[config.mk]
export PLATFORM = sky130hd
export DESIGN_NAME = csv_line_field_splitter
export DESIGN_NICKNAME = d
export VERILOG_FILES = /design/src/csvfs_pkg.sv /design/src/csv_line_field_splitter.sv
export SDC_FILE = /design/constraint.sdc
export NUM_CORES = 1
export LEC_CHECK = 0
export BUFFER_PORTS_ARGS = -buffer_cell sky130_fd_sc_hd__buf_2
export CAP_MARGIN = 20
export CORE_UTILIZATION = 32
export DETAILED_ROUTE_END_ITERATION = 7
export PLACE_DENSITY = 0.6
export SYNTH_ARGS = -nofsm -noshare
export SYNTH_HDL_FRONTEND = slang
export SYNTH_SLANG_ARGS = --single-unit
[constraint.sdc]
create_clock -name clk -period 3.7 [get_ports clk]
set_input_delay 0.74 -clock clk [delete_from_list [all_inputs] [get_ports clk]]
set_output_delay 0.74 -clock clk [all_outputs]
set_load 0.02 [all_outputs]
[src/csvfs_pkg.sv]
package csvfs_pkg;

	typedef enum logic [1:0] {
		KIND_BYTE  = 2'd0,
		KIND_CLOSE = 2'd1,
		KIND_DONE  = 2'd2,
		KIND_ERROR = 2'd3
	} kind_t;

	localparam int COL_OUT_W = 6;
	localparam int POS_OUT_W = 7;
	localparam int CNT_OUT_W = 6;

	localparam logic [7:0] CH_QUOTE = 8'h22;
	localparam logic [7:0] CH_COMMA = 8'h2C;
	localparam logic [7:0] CH_CR    = 8'h0D;
	localparam logic [7:0] CH_LF    = 8'h0A;
	localparam logic [7:0] CH_SPACE = 8'h20;
	localparam logic [7:0] CH_TAB   = 8'h09;

endpackage

[src/csv_line_field_splitter.sv]
// CSV line field splitter.
// Input channel (in_valid/in_ready): one item per byte of a CSV line, text_byte
// plus end_of_text; an item with end_of_text set closes the line and clears all
// parser state, and its text_byte is ignored.
// Output channel (out_valid/out_ready): zero or one result item per input item:
// a stored field byte, a field close at an unquoted comma within the column
// limit, a line-done item with the cell count, or a malformed-quote error.
// Output: a result is loaded into the output register and appears in the cycle
// after its input item is accepted. Throughput: one item per cycle while in_ready
// is high; the parser state is a handful of flip-flops updated by a single pass of logic per byte.
// Stall: in_ready drops only while a result sits in the output register and
// out_ready is low, so the output register acts as the single buffer stage.
// Items that cause no result still pass at full rate.
// Reset: arst_n clears the parser state and empties the output register.
// Quoted fields keep commas, CR and LF; a doubled quote stores one quote byte.
// A quote seen inside quotes is held as pending and settled by the next byte.
module csv_line_field_splitter #(
	parameter int MAX_COLUMNS   = 32,
	parameter int CELL_CAPACITY = 72
) (
	input  logic                                  clk,
	input  logic                                  arst_n,
	input  logic                                  in_valid,
	output logic                                  in_ready,
	input  logic [7:0]                            text_byte,
	input  logic                                  end_of_text,
	output logic                                  out_valid,
	input  logic                                  out_ready,
	output csvfs_pkg::kind_t                      result_kind,
	output logic [csvfs_pkg::COL_OUT_W-1:0]       column_index,
	output logic [csvfs_pkg::POS_OUT_W-1:0]       byte_position,
	output logic [7:0]                            field_byte,
	output logic [csvfs_pkg::CNT_OUT_W-1:0]       field_total
);
	import csvfs_pkg::*;

	// Column counter holds 0..MAX_COLUMNS, position counter 0..CELL_CAPACITY-1.
	localparam int CW = $clog2(MAX_COLUMNS + 1);
	localparam int PW = $clog2(CELL_CAPACITY);
	localparam logic [CW-1:0] MAX_COL_C = CW'(MAX_COLUMNS);
	localparam logic [PW-1:0] POS_LIMIT = PW'(CELL_CAPACITY - 1);

	// Parser state.
	logic          inside_quotes_q, quote_was_closed_q, quote_pending_q;
	logic          line_finished_q, line_failed_q;
	logic [CW-1:0] current_column_q;
	logic [PW-1:0] current_position_q;

	logic          inside_quotes_d, quote_was_closed_d, quote_pending_d;
	logic          line_finished_d, line_failed_d;
	logic [CW-1:0] current_column_d;
	logic [PW-1:0] current_position_d;

	// Result of the byte at the input.
	logic          emit;
	kind_t         emit_kind;
	logic [CW-1:0] emit_col;
	logic [PW-1:0] emit_pos;
	logic [7:0]    emit_byte;
	logic [CW-1:0] emit_cnt;

	// Output register.
	logic                 out_valid_q;
	kind_t                result_kind_q;
	logic [COL_OUT_W-1:0] column_index_q;
	logic [POS_OUT_W-1:0] byte_position_q;
	logic [7:0]           field_byte_q;
	logic [CNT_OUT_W-1:0] field_total_q;

	// Zero-extend, then truncate to the port widths.
	logic [CW+COL_OUT_W-1:0] col_ext;
	logic [PW+POS_OUT_W-1:0] pos_ext;
	logic [CW+CNT_OUT_W-1:0] cnt_ext;

	logic accept;
	logic take;
	logic do_store;
	logic is_cr_lf;

	assign in_ready = !out_valid_q || out_ready;
	assign accept   = in_valid && in_ready;
	assign is_cr_lf = (text_byte == CH_CR) || (text_byte == CH_LF);

	always_comb begin
		inside_quotes_d    = inside_quotes_q;
		quote_was_closed_d = quote_was_closed_q;
		quote_pending_d    = quote_pending_q;
		line_finished_d    = line_finished_q;
		line_failed_d      = line_failed_q;
		current_column_d   = current_column_q;
		current_position_d = current_position_q;
		emit      = 1'b0;
		emit_kind = KIND_BYTE;
		emit_col  = current_column_q;
		emit_pos  = current_position_q;
		emit_byte = 8'd0;
		emit_cnt  = '0;
		take      = 1'b0;
		do_store  = 1'b0;

		if (end_of_text) begin
			// Report the line unless it failed, then clear everything.
			emit      = !line_failed_q;
			emit_kind = KIND_DONE;
			emit_cnt  = (current_column_q < MAX_COL_C) ? current_column_q + CW'(1)
			                                           : current_column_q;
			inside_quotes_d    = 1'b0;
			quote_was_closed_d = 1'b0;
			quote_pending_d    = 1'b0;
			line_finished_d    = 1'b0;
			line_failed_d      = 1'b0;
			current_column_d   = '0;
			current_position_d = '0;
		end else if (!line_finished_q) begin
			take = 1'b1;
			if (quote_pending_q) begin
				// Settle the pending quote: doubled quote or closing quote.
				quote_pending_d = 1'b0;
				if (text_byte == CH_QUOTE) begin
					do_store = 1'b1;
					take     = 1'b0;
				end else begin
					inside_quotes_d    = 1'b0;
					quote_was_closed_d = 1'b1;
				end
			end

			if (take) begin
				priority if (!inside_quotes_d && is_cr_lf) begin
					line_finished_d = 1'b1;
				end else if (current_column_q >= MAX_COL_C) begin
					line_finished_d = 1'b1;
				end else if (inside_quotes_d) begin
					if (text_byte == CH_QUOTE) begin
						quote_pending_d = 1'b1;
					end else begin
						do_store = 1'b1;
					end
				end else if (text_byte == CH_COMMA) begin
					emit               = 1'b1;
					emit_kind          = KIND_CLOSE;
					current_column_d   = current_column_q + CW'(1);
					current_position_d = '0;
					quote_was_closed_d = 1'b0;
				end else if (text_byte == CH_QUOTE && current_position_q == '0
				             && !quote_was_closed_d) begin
					inside_quotes_d = 1'b1;
				end else if (quote_was_closed_d) begin
					// Only blanks may follow a closing quote.
					if (text_byte != CH_SPACE && text_byte != CH_TAB) begin
						line_finished_d = 1'b1;
						line_failed_d   = 1'b1;
						emit            = 1'b1;
						emit_kind       = KIND_ERROR;
					end
				end else begin
					do_store = 1'b1;
				end
			end

			// Store into the field unless it is full; drop the byte otherwise.
			if (do_store && current_position_q < POS_LIMIT) begin
				emit               = 1'b1;
				emit_kind          = KIND_BYTE;
				emit_byte          = text_byte;
				current_position_d = current_position_q + PW'(1);
			end
		end
	end

	always_comb begin
		col_ext = {{COL_OUT_W{1'b0}}, emit_col};
		pos_ext = {{POS_OUT_W{1'b0}}, emit_pos};
		cnt_ext = {{CNT_OUT_W{1'b0}}, emit_cnt};
	end

	always_ff @(posedge clk or negedge arst_n) begin
		if (!arst_n) begin
			inside_quotes_q    <= 1'b0;
			quote_was_closed_q <= 1'b0;
			quote_pending_q    <= 1'b0;
			line_finished_q    <= 1'b0;
			line_failed_q      <= 1'b0;
			current_column_q   <= '0;
			current_position_q <= '0;
		end else if (accept) begin
			inside_quotes_q    <= inside_quotes_d;
			quote_was_closed_q <= quote_was_closed_d;
			quote_pending_q    <= quote_pending_d;
			line_finished_q    <= line_finished_d;
			line_failed_q      <= line_failed_d;
			current_column_q   <= current_column_d;
			current_position_q <= current_position_d;
		end
	end

	// Load the output register on accept; drain it when the receiver takes it.
	always_ff @(posedge clk or negedge arst_n) begin
		if (!arst_n) begin
			out_valid_q <= 1'b0;
		end else if (accept) begin
			out_valid_q <= emit;
		end else if (out_ready) begin
			out_valid_q <= 1'b0;
		end
	end

	always_ff @(posedge clk) begin
		if (accept && emit) begin
			result_kind_q   <= emit_kind;
			column_index_q  <= col_ext[COL_OUT_W-1:0];
			byte_position_q <= pos_ext[POS_OUT_W-1:0];
			field_byte_q    <= emit_byte;
			field_total_q   <= cnt_ext[CNT_OUT_W-1:0];
		end
	end

	assign out_valid     = out_valid_q;
	assign result_kind   = result_kind_q;
	assign column_index  = column_index_q;
	assign byte_position = byte_position_q;
	assign field_byte    = field_byte_q;
	assign field_total   = field_total_q;

endmodule

# [After elaboration in Yosys (flattened, before gate mapping)]
# Cells that the tools add are included.
# Widths: inputs -> output; s select.
[op_classes] n_eq_ne=15 muxes=101 order_cmp=3 n_reduce_logical=27 bitwise=2 n_addsub=2
[ops] cell="$mux 1" count=75
[ops] cell="$mux 7" count=8
[ops] cell="$mux 6" count=8
[ops] cell="$mux 2" count=10
[ops] cell="$eq 8x4->1 const B" count=2
[ops] cell="$eq 8x6->1 const B" count=2
[ops] cell="$reduce_and 7->1" count=2
[ops] cell="$ne 2x2->1 const B" count=6
[ops] cell="$reduce_and 10->1" count=1
[ops] cell="$reduce_bool 2->1" count=5
[ops] cell="$ne 3x2->1 const B" count=3
[ops] cell="$ne 8x4->1 const B" count=1
[ops] cell="$ne 8x6->1 const B" count=1
[ops] cell="$add 7x1->7 const B" count=1
[ops] cell="$logic_and 1x1->1" count=7
[ops] cell="$logic_not 7->1" count=1
[ops] cell="$lt 7x7->1 const B" count=1
[ops] cell="$reduce_or 7->1" count=1
[ops] cell="$add 6x1->6 const B" count=1
[ops] cell="$ge 6x6->1 const B" count=1
[ops] cell="$lt 6x6->1 const B" count=1
[ops] cell="$reduce_bool 3->1" count=2
[ops] cell="$logic_not 1->1" count=4
[ops] cell="$reduce_or 3->1" count=1
[ops] cell="other kinds (3)" count=5
[totals] output_inout_bits=31 regBits=48

# [Depth between registers and ports, before layout]
# Gate-level depths: netlist of run 1.
[depth] depth_word=20 mapped_depth=8 mapped_depth_nobuf=7

# [Least setup slack after synthesis of run 1]
# OpenSTA, ideal clock, no wires.
[synth_path] path_kind="input port to flip-flop" start="input text_byte[4]" end="register byte_position_q[0] (netlist: byte_position[0]), enable pin" t_required_ns=3.285 slack_ns=-0.114 stages=6 n_path_buf=0 t_arrival_ns=3.399 cell_sequence="or3_4 > nor3_4 > a211oi_1 > or4_1 > nor3b_2 > nor2_1"
[synth_between] elab_chain_cells=20 word_cells_on_any_way=50 classes_between="eq/ne: 6; mux: 35; reduce/logical: 9"
[synth_lines] item="start, declared" line="csv_line_field_splitter.sv:25" source="input logic [7:0] text_byte,"
[synth_lines] item="$eq 8x6->1" line="csv_line_field_splitter.sv:119, csv_line_field_splitter.sv:134, csv_line_field_splitter.sv:145"
[synth_lines] item="$mux 1" line="csv_line_field_splitter.sv:119" source="if (text_byte == CH_QUOTE) begin"
[synth_lines] item="$mux 1" line="csv_line_field_splitter.sv:116" source="if (quote_pending_q) begin"
[synth_lines] item="$mux 1" line="csv_line_field_splitter.sv:114" source="end else if (!line_finished_q) begin"
[synth_lines] item="$mux 1" line="csv_line_field_splitter.sv:101" source="if (end_of_text) begin"
[synth_lines] item="$logic_not 1->1" line="csv_line_field_splitter.sv:146" source="&& !quote_was_closed_d) begin"
[synth_lines] item="$logic_and 1x1->1" line="csv_line_field_splitter.sv:146"
[synth_lines] item="$mux 1" line="csv_line_field_splitter.sv:145" source="end else if (text_byte == CH_QUOTE && current_position_q == '0"
[synth_lines] item="[4 not listed]"
[synth_lines] item="$mux 1" line="csv_line_field_splitter.sv:128" source="if (take) begin"
[synth_lines] item="$mux 1" line="csv_line_field_splitter.sv:114"
[synth_lines] item="$mux 1" line="csv_line_field_splitter.sv:101"
[synth_lines] item="$logic_and 1x1->1" line="csv_line_field_splitter.sv:162" source="if (do_store && current_position_q < POS_LIMIT) begin"
[synth_lines] item="$mux 1 (*)" line="csv_line_field_splitter.sv:162"
[synth_lines] item="$mux 1 (*)" line="csv_line_field_splitter.sv:114"
[synth_lines] item="$mux 1 (*)" line="csv_line_field_splitter.sv:101"
[synth_lines] item="$logic_and 1x1->1 (*)" line="csv_line_field_splitter.sv:209" source="if (accept && emit) begin"
[synth_lines] item="end signal, assigned" line="csv_line_field_splitter.sv:212" source="byte_position_q <= pos_ext[POS_OUT_W-1:0];"
[synth_lines] item="end, declared" line="csv_line_field_splitter.sv:66" source="logic [POS_OUT_W-1:0] byte_position_q;"
# Every way passes the cells marked *; elsewhere a longest branch is shown, timed or not. The select of a mux whose other input is x is not followed.
# A chain may end at the register's enable or synchronous reset.

# [Worst setup path after layout of run 1]
[layout_path] start="input text_byte[4]" end="register field_byte_q[5] (netlist: field_byte[5]), enable pin"
[layout_between] elab_chain_cells=20 word_cells_on_any_way=50 classes_between="eq/ne: 6; mux: 35; reduce/logical: 9"
[layout_lines] item="$eq 8x6->1" line="csv_line_field_splitter.sv:119, csv_line_field_splitter.sv:134, csv_line_field_splitter.sv:145"
[layout_lines] item="$mux 1" line="csv_line_field_splitter.sv:119"
[layout_lines] item="$mux 1" line="csv_line_field_splitter.sv:116"
[layout_lines] item="$mux 1" line="csv_line_field_splitter.sv:114"
[layout_lines] item="$mux 1" line="csv_line_field_splitter.sv:101"
[layout_lines] item="$logic_not 1->1" line="csv_line_field_splitter.sv:146"
[layout_lines] item="$logic_and 1x1->1" line="csv_line_field_splitter.sv:146"
[layout_lines] item="$mux 1" line="csv_line_field_splitter.sv:145"
[layout_lines] item="[4 not listed]"
[layout_lines] item="$mux 1" line="csv_line_field_splitter.sv:128"
[layout_lines] item="$mux 1" line="csv_line_field_splitter.sv:114"
[layout_lines] item="$mux 1" line="csv_line_field_splitter.sv:101"
[layout_lines] item="$logic_and 1x1->1" line="csv_line_field_splitter.sv:162"
[layout_lines] item="$mux 1 (*)" line="csv_line_field_splitter.sv:162"
[layout_lines] item="$mux 1 (*)" line="csv_line_field_splitter.sv:114"
[layout_lines] item="$mux 1 (*)" line="csv_line_field_splitter.sv:101"
[layout_lines] item="$logic_and 1x1->1 (*)" line="csv_line_field_splitter.sv:209"
[layout_lines] item="end signal, assigned" line="csv_line_field_splitter.sv:213" source="field_byte_q <= emit_byte;"
[layout_lines] item="end, declared" line="csv_line_field_splitter.sv:67" source="logic [7:0] field_byte_q;"
# Marks and branches as above.

==> flow_summary.json, run 1 <==
{
  "r2r_start": "current_column_q[5]$_DFFE_PN0P_",
  "die_w_microns": 88.96,
  "multiInputGateArea_sq_um": 1011,
  "cts_root_buffer": "clkbuf_8",
  "wire_per_inst_microns": 13.22,
  "synth_top_family_by_area": "simple AND/OR/NAND/NOR gates",
  "r2r_cells": 7,
  "tightest_slew_ns": 0.7055,
  "htreeDepth": 2,
  "critPathKind": "primary input to flop",
  "grt_max_degree": 21,
  "diodes": 0,
  "routed_wl_mm": 4.838,
  "postCtsResizedCells": 0,
  "overflow": 0,
  "async_flop_share": 0.3958,
  "vdd_drop_max_mv": 0.1896,
  "required_ns": 3.69,
  "powerDensity_nw_per_um2": 573.6,
  "ys_ff_latch": 48,
  "avgSynthCellArea_sq_um": 11.05,
  "status": "complete, no violations",
  "synth_fp_nets": 237,
  "yosysSeqAreaShare": 0.5564,
  "ioPinCount": 44,
  "maxCapViolCount": 0,
  "die_h_microns": 88.96,
  "grtUsageTotal": 0.1313,
  "grt_antenna_before_repair": 0,
  "hold_violations": 0,
  "synth_cell_types": 55,
  "synthCells": 219,
  "synth_top_area_frac": 0.3599,
  "via_per_inst": 5.033,
  "synth-xor-area-share": 0.007239,
  "yosysWarningCount": 0,
  "cts.sinks": 48,
  "clkLatencyLatePin_ns": 0.30,
  "gp_congestion": 0.8792,
  "portBuffers": 43,
  "cts_tree": "yes",
  "area_growth_pct": 16.96,
  "drc_errors": 0,
  "fin_crit_ns": 2.744,
  "final_area_sq_um": 2830,
  "post_cts_buffers": 0,
  "die-area_sq_um": 7914,
  "initial_core_util": 0.3318,
  "synth-edff-count": 29,
  "synthSimpleGateAreaFrac": 0.2218,
  "layout-drive-gt1-share": 0.2547,
  "maxSlewHeadroom": 0.5175,
  "hold_path_class": "primary input to asynchronous set/reset pin",
  "grt_pass1_wl_mm": 7.686,
  "r2r-end": "field_byte[5]$_SDFFCE_PP0P_",
  "syn_area_sq_um": 2420,
  "clockBufferDepth": 2,
  "skew_ns": 0.007623,
  "path_clk_slew_ns": 0.08,
  "synthTopCellsByArea": "edfxtp_1 36%, dfrtp_1 20%, nand2_1 3.3%",
  "setup_tns_ns": 0,
  "place_hpwl_mm": 3.514,
  "setup_viol": 0,
  "crit_fanout": 20,
  "leakage_nw": 1.178,
  "max_freq_mhz": 364.4,
  "cts_buffers": 5,
  "end_kind": "flop",
  "post-route-period-util": 0.7417,
  "synth_top_area_cell": "edfxtp_1",
  "finalMaxSlewViolations": 0,
  "vias": 1842,
  "cts_hold_buffers": 0,
  "grt_pass1_vias": 1602,
  "num-nets-final": 284,
  "rows": 31,
  "core_sq_um": 7292,
  "worstSetupStartpointType": "primary input",
  "rrSetupSlack_ns": 1.29,
  "cp_data_arrival_time_ns": 2.73,
  "ys.flop_type": "edfxtp_1",
  "placed_area_sq_um": 2749,
  "synth.area.mux_share": 0.01655,
  "drt_iter0_markers": 140,
  "synth_compound_area_frac": 0.1453,
  "detail_route.first_pass.iterations": 4,
  "fillers": 751,
  "ant_nets": 0,
  "ff_latch_area_sq_um": 1346,
  "synthAdderAreaFrac": 0.02585,
  "rsz0062_at_grt": "no"
}
## flip-flops by register name, summed over array words and instances, names as in the netlist, 2 cells and up
signal	flops
result_kind	2
field_byte	8
current_position_q	7
column_index	6
field_total	6
byte_position	7
current_column_q	6
## placed cells by master (no fill, tap or decap), types with 3 or more instances in the layout
master	count
nand2_1	21
clkbuf_8	5
buf_2	43
nand3_1	10
nor2_1	14
and2_1	8
nor3_1	6
ha_1	5
o21ai_0	12
inv_1	10
nand3b_1	3
nand2b_1	6
or3b_2	3
nor2b_1	4
mux2i_1	4
a21oi_1	9
and3_1	3
a31oi_1	3
edfxtp_1	29
dfrtp_1	19
a211oi_1	3
## metrics by stage
step	total power, mW	std cells	worst slack, ns	util	hold WS (ns)
after floorplan	1.175	219	0.3598	-	0.4444
after global placement	1.341	358	0.6619	0.3770	0.5190
after detailed placement	1.342	358	0.6279	0.3770	0.5181
after CTS	1.638	366	0.9480	0.3881	0.3922
after global routing	1.735	366	0.8500	0.3881	0.4052
final	1.623	366	0.9557	0.3881	0.3785
## worst max-delay path by stage
stage	from	endpoint	slack, ns
floorplan	text_byte[4]	byte_position[0]$_DFFE_PP_	0.36
global placement	text_byte[4]	field_byte[4]$_SDFFCE_PP0P_	0.66
detailed placement	text_byte[4]	column_index[0]$_DFFE_PP_	0.63
CTS	text_byte[4]	field_byte[4]$_SDFFCE_PP0P_	0.95
global route	text_byte[4]	field_byte[5]$_SDFFCE_PP0P_	0.85
finish	text_byte[4]	field_byte[5]$_SDFFCE_PP0P_	0.96
## cells in the mapped netlist, drive strengths merged, types with 4 or more instances
| cell | n |
|---|---|
| inv | 10 |
| ha | 5 |
| a21oi | 9 |
| nand3 | 10 |
| nand2 | 21 |
| nor3 | 7 |
| edfxtp | 29 |
| and2 | 9 |
| nor2 | 16 |
| dfrtp | 19 |
| nor2b | 4 |
| nand2b | 6 |
| mux2i | 4 |
| a211oi | 4 |
| o21ai | 13 |
| or3b | 4 |
## report_power, final
group          leakage (nW)  switching [mW]  internal (mW)
Sequential            0.529          0.0983          0.729
Clock                0.0422           0.165          0.133
Combinational         0.606           0.315          0.183
Total                  1.18           0.578           1.05
## cell type report
cell class	count	area share
Clock inverter	1	0.001768
Timing Repair Buffer	45	0.08134
Clock buffer	7	0.02697
Multi-Input combinational cell	156	0.3572
Sequential cell	48	0.4757
Inverter	10	0.01326
Tap cell	99	0.04377
## layer usage
layer  vias up  share of wire  wire [microns]  GRT usage
met5         -              0               0          0
met4         0          0.026             125    0.06494
met1       875           0.47            2279     0.1755
met2        56           0.45            2194     0.2021
met3        10          0.049             239    0.02955
li1        901              -               -          -
## cells by family (layout without fill, tap and decap cells)
logic type      after synthesis  count (layout)
simple gates                 96              96
mux                           4               4
flops                        48              48
buf+inv                      15              63
fa+ha+maj                     5               5
xor+xnor                      2               2
compound gates               49              49
## worst max-delay path: stages
cell and delay, ns:
buf_2 0.11, or3_4 0.43, nor3_4 0.24, a211oi_1 0.07, or4_1 0.55, nor3b_2 0.19
nor2_2 0.13, buf_4 0.26
Note: power is estimated with default switching activity, not from simulation.
==> run 2: changes to the inputs <==
Settings changed: ABC_AREA set to 1, PLACE_DENSITY 0.6 to 0.62.
Clock period 3.7 ns to 2.3 ns, I/O delays scaled along.
==> run 2 against run 1 <==
Net effect: via count rose by 0.49%; largest power group unchanged; cell area rose by 2.3%; sequential share of layout area fell by 1.1 points; critical path depth rose by 6; critical path type is now flop to flop; clock power rose by 76%.
==> flow_summary.json, run 2 <==
{
  "vias": 1851,
  "drt_iter0_markers": 85,
  "multiInputGateArea_sq_um": 929.6,
  "post-route-period-util": 0.9192,
  "placed_area_sq_um": 2798,
  "skew_ns": 0.004982,
  "ys_ff_latch": 48,
  "synth_fp_nets": 273,
  "synth_cell_types": 34,
  "ff_latch_area_sq_um": 1346,
  "diodes": 0,
  "final_area_sq_um": 2895,
  "die_h_microns": 88.78,
  "grtUsageTotal": 0.1284,
  "htreeDepth": 2,
  "r2r_cells": 14,
  "critPathKind": "flop to flop",
  "critical_path.cell_chain": "inv_1 -> ha_1 -> nand3b_1 -> nor2_2 -> nand2_1 -> nand3_1 -> nand2_1 -> nand3_1 -> nand2_2 -> nand2_1 -> nand2_1 -> nand3_1 -> clkinvlp_4 -> buf_12",
  "required_ns": 2.30,
  "tightest_slew_ns": 0.4603,
  "core_sq_um": 7253,
  "final_cell_mix": "50 x nand2_1, 43 x buf_2, 38 x nor2_1",
  "place_hpwl_mm": 3.501,
  "die-area_sq_um": 7882,
  "routed_wl_mm": 4.665,
  "portBuffers": 43,
  "area_growth_pct": 20.15,
  "via_per_inst": 4.526,
  "seqPwrFrac": 0.486,
  "cp_top_family": "simple AND/OR/NAND/NOR gates",
  "die_w_microns": 88.78,
  "cts_root_buffer": "clkbuf_8",
  "leakage_nw": 1.279,
  "ant_nets": 0,
  "net-switching-power_mw": 0.9330,
  "largest_reg_flops": 8,
  "avgSynthCellArea_sq_um": 9.450,
  "fillers": 736,
  "crit_top_cell": "nand2_1",
  "powerDensity_nw_per_um2": 898.0,
  "detail_route.first_pass.iterations": 4,
  "post_cts_buffers": 0,
  "p_int_mw": 1.667,
  "initial_core_util": 0.3322,
  "cp-startpoint": "current_position_q[0]$_DFFE_PN0P_",
  "grt_max_degree": 30,
  "status": "complete, no violations",
  "maxCapViolCount": 0,
  "yosysWarningCount": 0,
  "wire_per_inst_microns": 11.41,
  "end_kind": "flop",
  "setup_viol": 0,
  "cp_num_cells": 14,
  "gp_congestion": 0.8750,
  "cts_hold_buffers": 0,
  "rows": 31,
  "syn_area_sq_um": 2410,
  "synth_top_area_cell": "edfxtp_1",
  "synth_common_cells": "50 x nand2_1, 39 x nor2_1, 29 x edfxtp_1",
  "clockPowerShare": 0.201,
  "layout-drive-gt1-share": 0.2677,
  "ys.flop_type": "edfxtp_1",
  "overflow": 0,
  "worstSetupStartpointType": "flop",
  "cts_buffers": 5,
  "maxSlewHeadroom": 0.6932,
  "max_stage_delay_ns": 0.42,
  "setup_tns_ns": 0,
  "yosysSeqAreaShare": 0.5587,
  "clockBufferDepth": 2,
  "r2r_start": "current_position_q[0]$_DFFE_PN0P_",
  "synth_top_area_frac": 0.3614,
  "synthTopCellsByArea": "edfxtp_1 36%, dfrtp_1 20%, nand2_1 7.8%",
  "fin_crit_ns": 2.114,
  "grt_pass1_wl_mm": 7.728,
  "pwr-share-comb": 0.313,
  "clkLatencyLatePin_ns": 0.30,
  "finalMaxSlewViolations": 0,
  "synth-edff-count": 29,
  "grt_pass1_vias": 1727,
  "cp_num_buf_inv": 3,
  "max_freq_mhz": 473.0,
  "grt_antenna_before_repair": 0,
  "synth.most_common_cell": "nand2_1",
  "drc_errors": 0,
  "cts.sinks": 48,
  "cp_data_arrival_time_ns": 2.12,
  "async_flop_share": 0.3958,
  "ioPinCount": 44,
  "vdd_drop_max_mv": 0.2959,
  "synthCells": 255,
  "hold_violations": 0,
  "path_clk_slew_ns": 0.09,
  "num-nets-final": 327,
  "rsz0062_at_grt": "no",
  "final_common_cell": "nand2_1",
  "slowest_stage": "dfrtp_1",
  "crit_fanout": 29,
  "hold_path_class": "primary input to asynchronous set/reset pin",
  "swShare": 0.3589,
  "cts_tree": "yes"
}
## run 2: cell count changes after synthesis, moves of 4 or more
cell	previous run	this run
inv_2	0	7
nand3_1	10	24
nor2_1	15	39
nand2_1	21	50
nand2_2	0	6
mux2i_1	4	0
nand2b_1	6	0
nor2b_1	4	0
inv_1	10	22
and2_1	8	0
xor2_1	1	5
## run 2: final cells by class
cell class,instances,share of cell area
timing repair buffer,51,0.09939
multi-input combinational,174,0.3211
tap,99,0.04278
clock buffer,7,0.02982
inverter,29,0.03889
sequential,48,0.4650
clock inverter,1,0.003025
## run 2: path summary, 6_finish.rpt
kind                       slack [ns]                              end
max                              0.19      field_byte[2]$_SDFFCE_PP0P_
min                               0.1  current_column_q[4]$_DFFE_PN0P_
max reg2reg                      0.19      field_byte[2]$_SDFFCE_PP0P_
min reg2reg                      0.51        line_failed_q$_DFFE_PN0P_
max in group asynchronous        1.88      line_finished_q$_DFFE_PN0P_
min in group clk                 0.46            out_valid$_DFFE_PN0P_
## run 2: metal layers
metal / GRT usage / routed length [microns]
met1: 0.1642 / 2183
met2: 0.2161 / 2256
met3: 0.02052 / 133
met4: 0.05425 / 92
met5: 0 / 0
## run 2: per-stage QoR
step | worst slack, ns | util | hold slack [ns] | power [mW] | instances
after floorplan | 0.05423 | - | 0.1644 | 1.830 | 255
after global placement | 0.04434 | 0.3857 | 0.4389 | 2.094 | 401
after detailed placement | 0.005555 | 0.3857 | 0.4397 | 2.099 | 401
after CTS | 0.1446 | 0.3988 | 0.1098 | 2.625 | 409
after global routing | 0.01273 | 0.3992 | 0.1202 | 2.766 | 409
final | 0.1858 | 0.3992 | 0.09677 | 2.600 | 409
## run 2: timing repair
item | 4_1_cts | 5_1_grt
hold endpoints to repair | 0 | 0
resized for setup | 0 | 1
endpoints found under the setup margin | 0 | 14
## run 2: logic make-up (layout without fill, tap and decap cells)
| kind of cell | Yosys count | after routing | synth area share |
|---|---|---|---|
| AOI/OAI and AO/OA | 28 | 28 | 0.07945 |
| xor gates and xnor gates | 8 | 8 | 0.02908 |
| adders and majority gates | 5 | 5 | 0.02596 |
| buffers and inverters | 33 | 88 | 0.05659 |
| DFF | 48 | 48 | 0.5587 |
| and+or+nand+nor | 133 | 133 | 0.2503 |
## run 2: power groups by stage
stage | registers, mW | clock network, mW | logic (mW)
after floorplan | 1.40 | 0 | 0.425
after detailed placement | 1.28 | 0 | 0.816
after CTS | 1.26 | 0.540 | 0.820
final | 1.26 | 0.524 | 0.813
after global routing | 1.29 | 0.568 | 0.908
after global placement | 1.28 | 0 | 0.813
